### config.mk
export PLATFORM = sky130hd
export DESIGN_NAME = input_channel_owner_arbiter
export DESIGN_NICKNAME = d
export VERILOG_FILES = /design/src/rtl/icoa_pkg.sv /design/src/rtl/input_channel_owner_arbiter.sv /design/src/rtl/icoa_decide.sv
export VERILOG_INCLUDE_DIRS = /design/src /design/src/rtl
export SDC_FILE = /design/constraint.sdc
export NUM_CORES = 1
export LEC_CHECK = 0
export ABC_AREA = 1
export BUFFER_PORTS_ARGS = -buffer_cell sky130_fd_sc_hd__buf_2
export CAP_MARGIN = 10
export CORE_AREA = 2 2 267 203
export CTS_CLUSTER_DIAMETER = 150
export CTS_CLUSTER_SIZE = 16
export DETAILED_ROUTE_END_ITERATION = 16
export DIE_AREA = 0 0 269 205
export HOLD_SLACK_MARGIN = 0.06
export PLACE_DENSITY_LB_ADDON = 0.1
export REMOVE_ABC_BUFFERS = 1
export SLEW_MARGIN = 20
export SYNTH_ARGS = -nofsm -noshare
export SYNTH_HDL_FRONTEND = slang
export SYNTH_HIERARCHICAL = 1
export SYNTH_SLANG_ARGS = --single-unit
### constraint.sdc
create_clock -name clk -period 13.6 [get_ports clk]
set_input_delay 2.72 -clock clk [delete_from_list [all_inputs] [get_ports clk]]
set_output_delay 2.72 -clock clk [all_outputs]
set_load 0.02 [all_outputs]
### src/rtl/input_channel_owner_arbiter_macros.svh
// Assertion helpers shared by the RTL. Define NO_ASSERTIONS to drop them.
`ifndef INPUT_CHANNEL_OWNER_ARBITER_MACROS_SVH
`define INPUT_CHANNEL_OWNER_ARBITER_MACROS_SVH
`ifndef NO_ASSERTIONS
// same-cycle implication, sampled on clk, off during reset
`define ICOA_ASSERT_NOW(label, ante, cons, msg) \
	label: assert property (@(posedge clk) disable iff (!arst_n) (ante) |-> (cons)) \
		else $error(msg);
// next-cycle implication
`define ICOA_ASSERT_NEXT(label, ante, cons, msg) \
	label: assert property (@(posedge clk) disable iff (!arst_n) (ante) |=> (cons)) \
		else $error(msg);
`else
`define ICOA_ASSERT_NOW(label, ante, cons, msg)
`define ICOA_ASSERT_NEXT(label, ante, cons, msg)
`endif
`endif

### src/rtl/icoa_pkg.sv
package icoa_pkg;

	// default widths
	localparam int TIME_BITS_DEF = 64;
	localparam int MAG_BITS_DEF  = 16;

	// fixed field widths
	localparam int MAG_FIELD_W = 16;
	localparam int REASON_W    = 4;
	localparam int WINDOW_W    = 32;
	localparam int CFG_IDX_W   = 2;
	localparam int CFG_DATA_W  = 32;

	// register indexes
	localparam logic [CFG_IDX_W-1:0] CFG_ENTER   = 2'd0;
	localparam logic [CFG_IDX_W-1:0] CFG_SUSTAIN = 2'd1;
	localparam logic [CFG_IDX_W-1:0] CFG_WINDOW  = 2'd2;

	// register reset values
	localparam logic [MAG_FIELD_W-1:0] ENTER_RST   = 16'd32768;
	localparam logic [MAG_FIELD_W-1:0] SUSTAIN_RST = 16'd16384;
	localparam logic [WINDOW_W-1:0]    WINDOW_RST  = 32'd500000;

	// mode codes; any higher code is a global reset
	localparam logic [1:0] MODE_NORMAL    = 2'd0;
	localparam logic [1:0] MODE_PAD_RESET = 2'd1;

	// reason codes
	localparam logic [REASON_W-1:0] REASON_NONE         = 4'd0;
	localparam logic [REASON_W-1:0] REASON_NOT_GAMEPLAY = 4'd1;

	typedef enum logic [1:0] {
		OWNER_NONE = 2'd0,
		OWNER_KM   = 2'd1,
		OWNER_PAD  = 2'd2
	} owner_t;

	// one result beat
	typedef struct packed {
		owner_t              owner;
		logic                gate_pad;
		logic [REASON_W-1:0] reason;
	} result_t;

endpackage

### src/rtl/input_channel_owner_arbiter.sv
// Input channel owner arbiter.
// Input channel (in_valid/in_ready): one beat per event carries the mode,
// gameplay context, keyboard/mouse activity flags and time, current time,
// gamepad magnitude and the two source reason codes.
// Output channel (out_valid/out_ready): exactly one beat per input beat with
// owner, gate_pad and reason, in input order.
// Config channel (cfg_valid/cfg_ready): cfg_index selects enter threshold (0),
// sustain threshold (1) or quiet window (2); other indexes are dropped.
// cfg_ready is always high; write only while no beat is in flight.
// Path: a beat sits in the input register after acceptance and is decided
// into the output register once that register is empty or being read;
// out_valid rises as the beat enters the output register.
// Throughput: one beat per cycle, stalls aside; the owner state updates as a
// beat leaves the input register, so consecutive beats see each other's state.
// Receiver stall: the output register holds its beat, the input register
// fills, and in_ready drops only when both are full.
// Reset: owner none, no gamepad candidate, no activity time, registers back
// to their defaults, both pipeline stages empty.
`include "input_channel_owner_arbiter_macros.svh"
module input_channel_owner_arbiter
	import icoa_pkg::*;
#(
	parameter int TIME_BITS      = TIME_BITS_DEF,
	parameter int MAGNITUDE_BITS = MAG_BITS_DEF
) (
	input  logic                      clk,
	input  logic                      arst_n,
	// config
	input  logic                      cfg_valid,
	output logic                      cfg_ready,
	input  logic [CFG_IDX_W-1:0]      cfg_index,
	input  logic [CFG_DATA_W-1:0]     cfg_data,
	// input beats
	input  logic                      in_valid,
	output logic                      in_ready,
	input  logic [1:0]                mode,
	input  logic                      gameplay_context,
	input  logic                      km_active,
	input  logic                      km_activation,
	input  logic [TIME_BITS-1:0]      km_activity_time,
	input  logic [TIME_BITS-1:0]      now_time,
	input  logic [MAGNITUDE_BITS-1:0] pad_magnitude,
	input  logic [REASON_W-1:0]       km_reason_code,
	input  logic [REASON_W-1:0]       pad_reason_code,
	// result beats
	output logic                      out_valid,
	input  logic                      out_ready,
	output logic [1:0]                owner,
	output logic                      gate_pad,
	output logic [REASON_W-1:0]       reason
);

	// magnitude compares use at most the field width
	localparam int MAG_W = (MAGNITUDE_BITS < MAG_FIELD_W) ? MAGNITUDE_BITS : MAG_FIELD_W;

	// settings
	logic [MAG_FIELD_W-1:0] enter_q;
	logic [MAG_FIELD_W-1:0] sustain_q;
	logic [WINDOW_W-1:0]    window_q;

	// input stage
	logic                 valid_s1;
	logic [1:0]           mode_s1;
	logic                 ctx_s1;
	logic                 km_act_s1;
	logic                 km_evt_s1;
	logic [TIME_BITS-1:0] km_time_s1;
	logic [TIME_BITS-1:0] now_s1;
	logic [MAG_W-1:0]     mag_s1;
	logic [REASON_W-1:0]  km_reason_s1;
	logic [REASON_W-1:0]  pad_reason_s1;

	// arbitration state
	owner_t               owner_q;
	logic                 cand_q;
	logic [TIME_BITS-1:0] last_q;

	// result stage
	logic    out_valid_q;
	result_t res_q;

	owner_t               owner_nxt;
	logic                 cand_nxt;
	logic [TIME_BITS-1:0] last_nxt;
	result_t              res_nxt;
	logic                 adv;
	logic                 in_take;

	// handshake
	assign adv       = valid_s1 && (!out_valid_q || out_ready);
	assign in_ready  = !valid_s1 || adv;
	assign in_take   = in_valid && in_ready;
	assign cfg_ready = 1'b1;

	// config registers
	always_ff @(posedge clk or negedge arst_n) begin
		if (!arst_n) begin
			enter_q   <= ENTER_RST;
			sustain_q <= SUSTAIN_RST;
			window_q  <= WINDOW_RST;
		end else if (cfg_valid) begin
			unique case (cfg_index)
				CFG_ENTER:   enter_q   <= cfg_data[MAG_FIELD_W-1:0];
				CFG_SUSTAIN: sustain_q <= cfg_data[MAG_FIELD_W-1:0];
				CFG_WINDOW:  window_q  <= cfg_data[WINDOW_W-1:0];
				default: ;
			endcase
		end
	end

	// input register
	always_ff @(posedge clk or negedge arst_n) begin
		if (!arst_n)
			valid_s1 <= 1'b0;
		else
			valid_s1 <= in_take || (valid_s1 && !adv);
	end

	always_ff @(posedge clk) begin
		if (in_take) begin
			mode_s1       <= mode;
			ctx_s1        <= gameplay_context;
			km_act_s1     <= km_active;
			km_evt_s1     <= km_activation;
			km_time_s1    <= km_activity_time;
			now_s1        <= now_time;
			mag_s1        <= pad_magnitude[MAG_W-1:0];
			km_reason_s1  <= km_reason_code;
			pad_reason_s1 <= pad_reason_code;
		end
	end

	icoa_decide #(
		.TIME_BITS (TIME_BITS),
		.MAG_W     (MAG_W)
	) u_decide (
		.mode             (mode_s1),
		.gameplay_context (ctx_s1),
		.km_active        (km_act_s1),
		.km_activation    (km_evt_s1),
		.km_activity_time (km_time_s1),
		.now_time         (now_s1),
		.pad_magnitude    (mag_s1),
		.km_reason_code   (km_reason_s1),
		.pad_reason_code  (pad_reason_s1),
		.enter_thr        (enter_q[MAG_W-1:0]),
		.sustain_thr      (sustain_q[MAG_W-1:0]),
		.quiet_window     (window_q),
		.owner_cur        (owner_q),
		.cand_cur         (cand_q),
		.last_cur         (last_q),
		.owner_nxt        (owner_nxt),
		.cand_nxt         (cand_nxt),
		.last_nxt         (last_nxt),
		.res              (res_nxt)
	);

	// state update as a beat leaves the input register
	always_ff @(posedge clk or negedge arst_n) begin
		if (!arst_n) begin
			owner_q <= OWNER_NONE;
			cand_q  <= 1'b0;
			last_q  <= '0;
		end else if (adv) begin
			owner_q <= owner_nxt;
			cand_q  <= cand_nxt;
			last_q  <= last_nxt;
		end
	end

	// output register
	always_ff @(posedge clk or negedge arst_n) begin
		if (!arst_n)
			out_valid_q <= 1'b0;
		else
			out_valid_q <= adv || (out_valid_q && !out_ready);
	end

	always_ff @(posedge clk) begin
		if (adv)
			res_q <= res_nxt;
	end

	assign out_valid = out_valid_q;
	assign owner     = res_q.owner;
	assign gate_pad  = res_q.gate_pad;
	assign reason    = res_q.reason;

	// checks
	`ICOA_ASSERT_NOW(a_km_gates_pad, out_valid_q && res_q.owner == OWNER_KM,
		res_q.gate_pad, "keyboard/mouse owner without gamepad gate")
	`ICOA_ASSERT_NOW(a_ready_when_empty, !out_valid_q, in_ready,
		"input stalled with empty output register")
	`ICOA_ASSERT_NEXT(a_global_clear,
		adv && mode_s1 != MODE_NORMAL && mode_s1 != MODE_PAD_RESET,
		owner_q == OWNER_NONE && !cand_q && last_q == '0,
		"global reset beat left state behind")
	`ICOA_ASSERT_NEXT(a_time_monotonic, adv && mode_s1 == MODE_PAD_RESET,
		last_q >= $past(last_q), "activity time went backward")
	`ICOA_ASSERT_NEXT(a_pad_reset_drops_pad, adv && mode_s1 == MODE_PAD_RESET,
		owner_q != OWNER_PAD && !cand_q, "gamepad kept after source reset")

endmodule

### src/rtl/icoa_decide.sv
module icoa_decide
	import icoa_pkg::*;
#(
	parameter int TIME_BITS = TIME_BITS_DEF,
	parameter int MAG_W     = MAG_FIELD_W
) (
	// item
	input  logic [1:0]           mode,
	input  logic                 gameplay_context,
	input  logic                 km_active,
	input  logic                 km_activation,
	input  logic [TIME_BITS-1:0] km_activity_time,
	input  logic [TIME_BITS-1:0] now_time,
	input  logic [MAG_W-1:0]     pad_magnitude,
	input  logic [REASON_W-1:0]  km_reason_code,
	input  logic [REASON_W-1:0]  pad_reason_code,
	// settings
	input  logic [MAG_W-1:0]     enter_thr,
	input  logic [MAG_W-1:0]     sustain_thr,
	input  logic [WINDOW_W-1:0]  quiet_window,
	// current state
	input  owner_t               owner_cur,
	input  logic                 cand_cur,
	input  logic [TIME_BITS-1:0] last_cur,
	// next state and result
	output owner_t               owner_nxt,
	output logic                 cand_nxt,
	output logic [TIME_BITS-1:0] last_nxt,
	output result_t              res
);

	logic                 km_newer;
	logic [TIME_BITS-1:0] last_max;
	logic [TIME_BITS-1:0] diff;
	logic                 now_ge;
	logic                 in_window;
	logic                 at_enter;
	logic                 at_sustain;
	logic                 held;
	logic                 km_any;
	owner_t               own;

	// activity time max and quiet window; both differences run in parallel
	always_comb begin
		km_newer  = km_activity_time > last_cur;
		last_max  = km_newer ? km_activity_time : last_cur;
		diff      = km_newer ? (now_time - km_activity_time) : (now_time - last_cur);
		now_ge    = km_newer ? (now_time >= km_activity_time) : (now_time >= last_cur);
		in_window = (last_max != '0) && now_ge && (diff <= TIME_BITS'(quiet_window));
	end

	assign at_enter   = pad_magnitude >= enter_thr;
	assign at_sustain = pad_magnitude >= sustain_thr;
	assign held       = (owner_cur == OWNER_PAD) || cand_cur;
	assign km_any     = km_active || km_activation;

	// owner decision
	always_comb begin
		owner_nxt = owner_cur;
		cand_nxt  = cand_cur;
		last_nxt  = last_cur;
		res       = '{owner: OWNER_NONE, gate_pad: 1'b0, reason: REASON_NONE};
		own       = owner_cur;
		unique case (mode)
			MODE_NORMAL: begin
				if (!gameplay_context) begin
					owner_nxt  = OWNER_NONE;
					cand_nxt   = 1'b0;
					last_nxt   = '0;
					res.reason = REASON_NOT_GAMEPLAY;
				end else begin
					last_nxt = last_max;
					cand_nxt = at_sustain && (held || at_enter);
					if (km_any || in_window) begin
						own        = OWNER_KM;
						res.reason = km_reason_code;
					end else if ((held && at_sustain) || at_enter) begin
						own        = OWNER_PAD;
						res.reason = pad_reason_code;
					end else begin
						own        = OWNER_NONE;
						res.reason = REASON_NONE;
					end
					owner_nxt    = own;
					res.owner    = own;
					res.gate_pad = (own != OWNER_PAD);
				end
			end
			MODE_PAD_RESET: begin
				cand_nxt = 1'b0;
				last_nxt = last_max;
				if (km_any) begin
					own        = OWNER_KM;
					res.reason = km_reason_code;
				end
				if (own == OWNER_PAD)
					own = OWNER_NONE;
				owner_nxt    = own;
				res.owner    = own;
				res.gate_pad = 1'b1;
			end
			default: begin
				// global reset
				owner_nxt = OWNER_NONE;
				cand_nxt  = 1'b0;
				last_nxt  = '0;
			end
		endcase
	end

endmodule

Yosys cells after proc, flatten, opt, wreduce, memory -nomap -nowiden
Cells that the tools add are included.
{"block": "word_totals", "ff_bits": 297, "inputBits": 196, "output_inout_bits": 10, "elab_cells": 83}
{"block": "classes", "n_addsub": 2, "order_cmp": 6, "eq_ne": 6, "muxes": 22, "n_reduce_logical": 27}
{"operator": "$mux 64", "count": 3}
{"operator": "$ge 64x64->1", "count": 2}
{"operator": "$pmux 64 s2", "count": 1}
{"operator": "$sub 64x64->64", "count": 2}
{"operator": "$gt 64x64->1", "count": 1}
{"operator": "$le 64x32->1", "count": 1}
{"operator": "$reduce_bool 64->1", "count": 1}
{"operator": "$ge 16x16->1", "count": 2}
{"operator": "$mux 2", "count": 8}
{"operator": "$mux 4", "count": 4}
{"operator": "$pmux 7 s2", "count": 1}
{"operator": "$logic_or 1x1->1", "count": 9}
{"operator": "$logic_and 1x1->1", "count": 8}
{"operator": "$eq 2x2->1 const B", "count": 3}
{"operator": "$reduce_and 2->1", "count": 3}
{"operator": "$eq 2x1->1 const B", "count": 2}
{"operator": "$logic_not 1->1", "count": 4}
{"operator": "$logic_not 2->1", "count": 2}
{"operator": "$pmux 2 s2", "count": 1}
{"operator": "$mux 1", "count": 3}
{"operator": "$mux 3", "count": 1}
{"operator": "$ne 2x2->1 const B", "count": 1}

Depth between registers and ports, before layout
Gate-level depths: netlist of run 1.
{"block": "logic_depth", "word_depth": 12, "depth_mapped": 43, "depth_no_buf": 39}

Hierarchy
Netlist of run 1, hierarchy kept.
{"mod": "icoa_decide", "instances": 1, "cells_per_inst": 3155, "area_each_um2": 15783.9, "seq_area_each_um2": 0.0}
{"mod": "input_channel_owner_arbiter", "instances": 1, "cells_per_inst": 754, "area_each_um2": 10274.9, "seq_area_each_um2": 8264.2}

Least setup slack after synthesis of run 1
OpenSTA, ideal clock, no wires.
{"block": "synth_timing", "path_kind": "in2reg", "start": "in out_ready", "end": "reg ctx_s1, enable pin", "arrival_ns": 6.089, "t_required_ns": 13.090, "path_slack_ns": 7.001, "path_stages": 4, "path_buffers": 0, "cell_sequence": "inv_1 nand3_1 nand2_1 inv_1"}
{"block": "synth_between", "elab_chain_len": 4}
{"element": "start, declared", "line": "input_channel_owner_arbiter.sv:47", "source": "input logic out_ready,"}
{"element": "$logic_or 1x1->1", "line": "input_channel_owner_arbiter.sv:90", "source": "assign adv = valid_s1 && (!out_valid_q || out_ready);"}
{"element": "$logic_and 1x1->1", "line": "input_channel_owner_arbiter.sv:90"}
{"element": "$logic_or 1x1->1", "line": "input_channel_owner_arbiter.sv:91", "source": "assign in_ready = !valid_s1 || adv;"}
{"element": "named net in_ready", "line": "input_channel_owner_arbiter.sv:35", "source": "output logic in_ready,"}
{"element": "$logic_and 1x1->1", "line": "input_channel_owner_arbiter.sv:92", "source": "assign in_take = in_valid && in_ready;"}
{"element": "named net in_take", "line": "input_channel_owner_arbiter.sv:87", "source": "logic in_take;"}
{"element": "end signal, assigned", "line": "input_channel_owner_arbiter.sv:122", "source": "ctx_s1 <= gameplay_context;"}
{"element": "end, declared", "line": "input_channel_owner_arbiter.sv:64", "source": "logic ctx_s1;"}
The timed path passes the listed nets, and every way through them passes these cells.
A chain may end at the register's enable or synchronous reset.

Worst setup path in the final report of run 1
{"block": "layout_timing", "start": "reg km_time_s1[47]", "end": "reg owner_q[0]"}
{"block": "layout_between", "elab_chain_len": 11, "word_cells_on_any_way": 16}
{"element": "start, declared", "line": "input_channel_owner_arbiter.sv:67", "source": "logic [TIME_BITS-1:0] km_time_s1;"}
{"element": "start signal, assigned", "line": "input_channel_owner_arbiter.sv:125", "source": "km_time_s1 <= km_activity_time;"}
{"element": "parallel branches: the longest is 4 deep, another holds $sub 64x64->64"}
{"element": "$logic_and 1x1->1 (*)", "line": "icoa_decide.sv:49", "source": "in_window = (last_max != '0) && now_ge && (diff <= TIME_BITS'(quiet_window));"}
{"element": "$logic_or 1x1->1 (*)", "line": "icoa_decide.sv:74", "source": "if (km_any || in_window) begin"}
{"element": "$mux 2 (*)", "line": "icoa_decide.sv:74"}
{"element": "$mux 2 (*)", "line": "icoa_decide.sv:66", "source": "if (!gameplay_context) begin"}
{"element": "$mux 2 (*)", "line": "icoa_decide.sv:64", "source": "unique case (mode)"}
{"element": "$mux 2 (*)", "line": "icoa_decide.sv:66"}
{"element": "$pmux 2 s2 (*)", "line": "icoa_decide.sv:64"}
{"element": "named net owner_nxt[0]", "line": "input_channel_owner_arbiter.sv:82", "source": "owner_t owner_nxt;"}
{"element": "end signal, assigned", "line": "input_channel_owner_arbiter.sv:165", "source": "owner_q <= owner_nxt;"}
{"element": "end, declared", "line": "input_channel_owner_arbiter.sv:74", "source": "owner_t owner_q;"}
Mark *: on every way through the listed nets, which the timed path passes. The select of a mux whose other input is x is not followed.

==> results.ini, run 1 <==
[run_status]
status=finished clean

[placed_design]
dp_hpwl_mm=77.31
place.gp.congestion=1.059
port_buffers=204

[worst_setup_path]
crit_slowest_cell=inv_1
cp-end-kind=flip-flop
cp_max_fo=64
r2r_slack_ns=6.64
crit_path_start_kind=flip-flop
crit_type=reg -> reg
critPathRequiredTime_ns=14.09
crit_arrival_ns=7.45
cp_slowest_stage_delay_ns=0.80
crit_top_cell=nand2_1

[grt]
grt_first_pass_wirelength_mm=141.3
grt_use_total_pct=33.88
grt_max_degree=98
grt_pass1_vias=24090
antenna_found_initial=4
gr-total-overflow=0

[yosys]
ys_types=46
synth_area_leaders=edfxtp_1 (19%), nand2_1 (18%), ha_1 (12%)
syn_area_per_cell_um2=6.666
synth_edf_count=164
syn_area_um2=26060
synth_top_cell_area_share_pct=18.90
ys_seq_area_share_pct=31.71
ys_warn_count=6
synth_flop_cell=edfxtp_1
synthCells=3909
synthArstFlopShare_pct=44.78
ys_ff_latch=297
synth_top_area_cell=edfxtp_1

[routing]
wl_met2_mm=35.88
first_pass_iters=6
wl_met3_mm=12.69
antenna_left=0
post_drt_wl_per_cell_um=19.67
route.detailed.drc=0
vias_per_cell=5.538
wl_met1_mm=44.00
maxUsedRoutingLayer=met5
num_vias=26580
drt-initial-drc-count=2975
finalWirelength_mm=94.42

[die]
start_util_pct=49.62
std_cell_rows=73
die_y_um=205
die_area_um2=55150
core_area_um2=52520
die_w_um=269
io_pins=206

[sta]
slew_headroom_pct=35.23
fin_setup_tns_ns=0
min_period_ns=6.955
clock_skew_ns=0.02026
max_freq_mhz=143.8
rsz0062_at_grt=no
slew_violations=0
finalCritPeriodShare_pct=51.14
hold_ws_ns=0.4686
setup_viol=0
finalHoldViolations=0
max_slew.worst_pin.slew_ns=0.9716

[pwr]
ir_worst_vdd_v=0.00009837
power_leakage_uw=0.01422
power_density_nw_per_um2=114.8
power.total_uw=3253

[finish]
fin_nets=4523
syn2layout_area_growth_pct=8.796
fin_util_pct=53.98
layout-drive-gt1-share_pct=6.585

[clock_network]
cts_resized=0
insertion_delay_ns=0.57
htree_levels=1
root_buffer=clkbuf_16
clockBufferDepth=3
numCtsBuffers=22
cts_tree=built
cts_setup_buffers=0
cts_hold_buf=0
clkSlewWorstSetupHoldPaths_ns=0.08
cts_sinks=297

[run]
drv_cap=0

[min_path]
hold_class=reg -> reg

==> cell usage in the layout (no fill, tap or decap), drive strengths merged, types with 5 or more instances in the layout <==
| cell | n |
|---|---|
| nand2 | 1238 |
| ha | 256 |
| nor3 | 30 |
| nor2 | 405 |
| o21ai | 182 |
| nand4 | 85 |
| a21o | 5 |
| o21bai | 25 |
| xor2 | 41 |
| o211ai | 5 |
| a21oi | 294 |
| xnor2 | 22 |
| buf | 217 |
| dfstp | 9 |
| nand3 | 276 |
| o21a | 10 |
| clkbuf | 39 |
| nand3b | 19 |
| dfrtp | 124 |
| inv | 612 |
| edfxtp | 164 |
==> cells by family after synthesis <==
kind of cell             share of synthesized area [%]
buffers and inverters                            10.34
XOR/XNOR                                         2.117
other                                          0.01439
flip-flops                                       31.71
AO/OA/AOI/OAI                                    10.89
AND/OR/NAND/NOR                                  32.48
adder cells (fa/ha/maj)                          12.45
==> worst max-delay path: cells and delay by family, from the launching register on <==
kind | cells | cell delay [ns]
and+or+nand+nor | 16 | 3.13
buffers and inverters | 2 | 1.38
AOI/OAI and AO/OA | 8 | 1.16
adders and majority gates | 2 | 0.72
DFF | 1 | 0.44
==> synth_stat cells, drive strengths merged, types with 3 or more instances <==
library cell	number
nand2	1238
inv	611
nor2	405
a21oi	294
nand3	276
ha	256
o21ai	182
edfxtp	164
dfrtp	124
nand4	85
buf	48
xor2	41
clkbuf	33
nor3	30
o21bai	25
xnor2	22
nand3b	19
o21a	10
dfstp	9
a21o	5
o211ai	5
a211oi	4
a21boi	4
nor4	3
or2	3
==> area by class of cell <==
cell class,instances,area [µm²]
Clock buffer,39,635.6
Antenna cell,2,5.005
Fill cell,5396,24170
Sequential cell,297,8265
Inverter,611,2298
Clock inverter,1,8.758
Multi-Input combinational cell,2920,15120
Timing Repair Buffer,217,1125
Tap cell,712,890.9
==> registers in the layout, indices dropped and copies added (netlist names), 16 cells and up <==
signal      count
enter_q        16
mag_s1         16
now_s1         64
km_time_s1     64
sustain_q      16
window_q       32
last_q         64
==> worst paths after layout <==
check,cells past startpoint,from,to
max in group asynchronous,2,arst_n,last_q[60]$_DFFE_PN0P_
worst max register to register,28,km_time_s1[47]$_DFFE_PP_,owner_q[0]$_DFFE_PN0P_
min in group asynchronous,1,arst_n,owner_q[1]$_DFFE_PN0P_
worst min register to register,2,window_q[8]$_DFFE_PN1P_,window_q[8]$_DFFE_PN1P_
worst min-delay path,2,window_q[8]$_DFFE_PN1P_,window_q[8]$_DFFE_PN1P_
worst max-delay path,28,km_time_s1[47]$_DFFE_PP_,owner_q[0]$_DFFE_PN0P_
==> report_power, final <==
group / leakage (µW) / internal (µW) / switching [µW]
clock network: 0.000307 / 317 / 330
logic: 0.0106 / 458 / 1030
registers: 0.00328 / 1050 / 65.4
==> per-stage QoR <==
stage / setup WS, ns / cells / instance area, µm²
finish: 6.645 / 4799 / 28350
global route: 6.386 / 4797 / 28350
CTS: 6.952 / 4797 / 28350
detailed placement: 7.010 / 4757 / 27700
global placement: 7.089 / 4757 / 27700
floorplan: 6.998 / 3828 / 25660
==> layer usage <==
metal / track usage (%) / vias up
li1: - / 12960
met1: 51.64 / 12210
met2: 45.40 / 1314
met3: 12.04 / 88
met4: 6.349 / 2
met5: 0 / -
No activity file was read; power rests on OpenSTA's default activity.
==> run 2: changes to the inputs <==
==> constraint.sdc (replaced) <==
create_clock -name clk -period 6.94 [get_ports clk]
set_input_delay 1.388 -clock clk [delete_from_list [all_inputs] [get_ports clk]]
set_output_delay 1.388 -clock clk [all_outputs]
set_load 0.02 [all_outputs]
==> results.ini, run 2 (synthesis gave the netlist of run 1 again) <==
[grt]
grt_first_pass_wirelength_mm=145.4
grt_use_total_pct=34.81
antenna_found_initial=2
grt_max_degree=96
grt_pass1_vias=24340
gr-total-overflow=0

[routing]
antenna_left=0
post_drt_wl_per_cell_um=20.19
num_vias=26740
drt-initial-drc-count=3573
first_pass_iters=9
route.detailed.drc=0
finalWirelength_mm=96.91
vias_per_cell=5.572

[worst_setup_path]
cp_slowest_stage_delay_ns=0.67
r2r_slack_ns=1.22
crit_arrival_ns=6.16
critPathRequiredTime_ns=7.38
crit_path_start_kind=flip-flop
reg2regPathDepth=29
crit_top_cell=nand2_1
crit_type=reg -> reg
r2r_end=owner_q[1]$_DFFE_PN0P_
crit_slowest_cell=inv_1
cp_max_fo=30
r2r-start=km_time_s1[63]$_DFFE_PP_
cp-end-kind=flip-flop

[pwr]
p_int_uw=3586
pwr-share-seq_pct=34.4
pwr-share-comb_pct=45.9
switching_share_pct=43.82
power_density_nw_per_um2=224.9
switchingPower_uw=2796
power_leakage_uw=0.01424
ir_worst_vdd_v=0.0002354
clkPwrFrac_pct=19.7

[sta]
setup_viol=0
fin_setup_tns_ns=0
slew_violations=0
slew_headroom_pct=34.90
min_period_ns=5.719
hold_ws_ns=0.4680
max_slew.worst_pin.slew_ns=0.9765
clock_skew_ns=0.02082
rsz0062_at_grt=no
finalCritPeriodShare_pct=82.40
max_freq_mhz=174.9
finalHoldViolations=0

[placed_design]
place.gp.congestion=1.043
dp_hpwl_mm=80.16
dp_cells=4759
port_buffers=204

[finish]
most-common-layout-cells=nand2_1 (1,232), inv_1 (608), nor2_1 (404), a21oi_1 (294), nand3_1 (274)
syn2layout_area_growth_pct=8.883
reg.largest.list=km_time_s1: 64 flops, last_q: 64 flops, now_s1: 64 flops
fill_cells=5423
layout-drive-gt1-share_pct=6.631
fin_nets=4525
layout_commonest_cell=nand2_1
fin_cells=4799
fin_util_pct=54.03
num_antenna_cells=0

[min_path]
worstHoldPathCells=2
hold_path.startpoint=window_q[13]$_DFFE_PN1P_
min_to=window_q[13]$_DFFE_PN1P_
hold_class=reg -> reg

[die]
die_area_um2=55150
start_util_pct=49.62
die_w_um=269
core_area_um2=52520
std_cell_rows=73
die_y_um=205
io_pins=206

[clock_network]
clockBufferDepth=3
cts_sinks=297
insertion_delay_ns=0.57
cts_setup_buffers=0
cts_hold_buf=0
numCtsBuffers=22
root_buffer=clkbuf_16
cts_tree=built
htree_levels=1
cts_resized=0
clkSlewWorstSetupHoldPaths_ns=0.07

[run]
drv_cap=0

[run_status]
status=finished clean

[run 2: cell type report]
cell class,count,area [µm²],share of cell area (%)
clock inverters,1,8.758,0.03087
flip-flops and latches,297,8265,29.13
inverters,611,2298,8.101
clock buffers,39,635.6,2.240
repair buffers,219,1152,4.061
multi-input cells,2920,15120,53.30
well taps,712,890.9,3.140
[run 2: power groups by stage]
| stage | Clock, µW | Sequential (µW) | Combinational [µW] |
|---|---|---|---|
| 5_1_grt | 1360 | 2220 | 3220 |
| 3_3_place_gp | 0 | 2220 | 2810 |
| 6_report | 1260 | 2190 | 2930 |
| 2_1_floorplan | 0 | 2200 | 1820 |
| 3_5_place_dp | 0 | 2230 | 2810 |
| 4_1_cts | 1290 | 2190 | 2820 |
[run 2: stage by stage]
step,setup WS [ns],area [µm²],total power [µW]
3_3_place_gp,1.547,27730,5035
4_1_cts,1.407,28370,6307
6_report,1.221,28370,6382
3_5_place_dp,1.421,27730,5035
5_1_grt,0.8627,28370,6800
2_1_floorplan,0.9669,25660,4022
[run 2: critical path: cells and delay by family (launching register included)]
family	cells	cell delay, ns
AO/OA/AOI/OAI	8	1.04
buffers and inverters	2	0.73
AND/OR/NAND/NOR	17	2.68
flip-flops	1	0.43
adder cells (fa/ha/maj)	2	0.69
[run 2: layer usage]
metal	part of all wire, %	wire length, µm	track usage, %
met5	0	0	0
met4	1.6	1568	5.139
met3	12	12030	7.753
met2	38	36410	46.69
met1	48	46900	56.41
[run 2: worst max path at each step]
| stage | startpoint | endpoint | slack [ns] | depth (start not counted) |
|---|---|---|---|---|
| after floorplan | km_time_s1[55]$_DFFE_PP_ | gate_pad$_DFFE_PP_ | 0.97 | 29 |
| after global placement | km_time_s1[47]$_DFFE_PP_ | owner_q[0]$_DFFE_PN0P_ | 1.55 | 27 |
| after detailed placement | km_time_s1[63]$_DFFE_PP_ | owner_q[0]$_DFFE_PN0P_ | 1.42 | 28 |
| after CTS | km_time_s1[63]$_DFFE_PP_ | owner_q[1]$_DFFE_PN0P_ | 1.41 | 29 |
| after global routing | km_time_s1[47]$_DFFE_PP_ | owner_q[0]$_DFFE_PN0P_ | 0.86 | 27 |
| final | km_time_s1[63]$_DFFE_PP_ | owner_q[1]$_DFFE_PN0P_ | 1.22 | 29 |
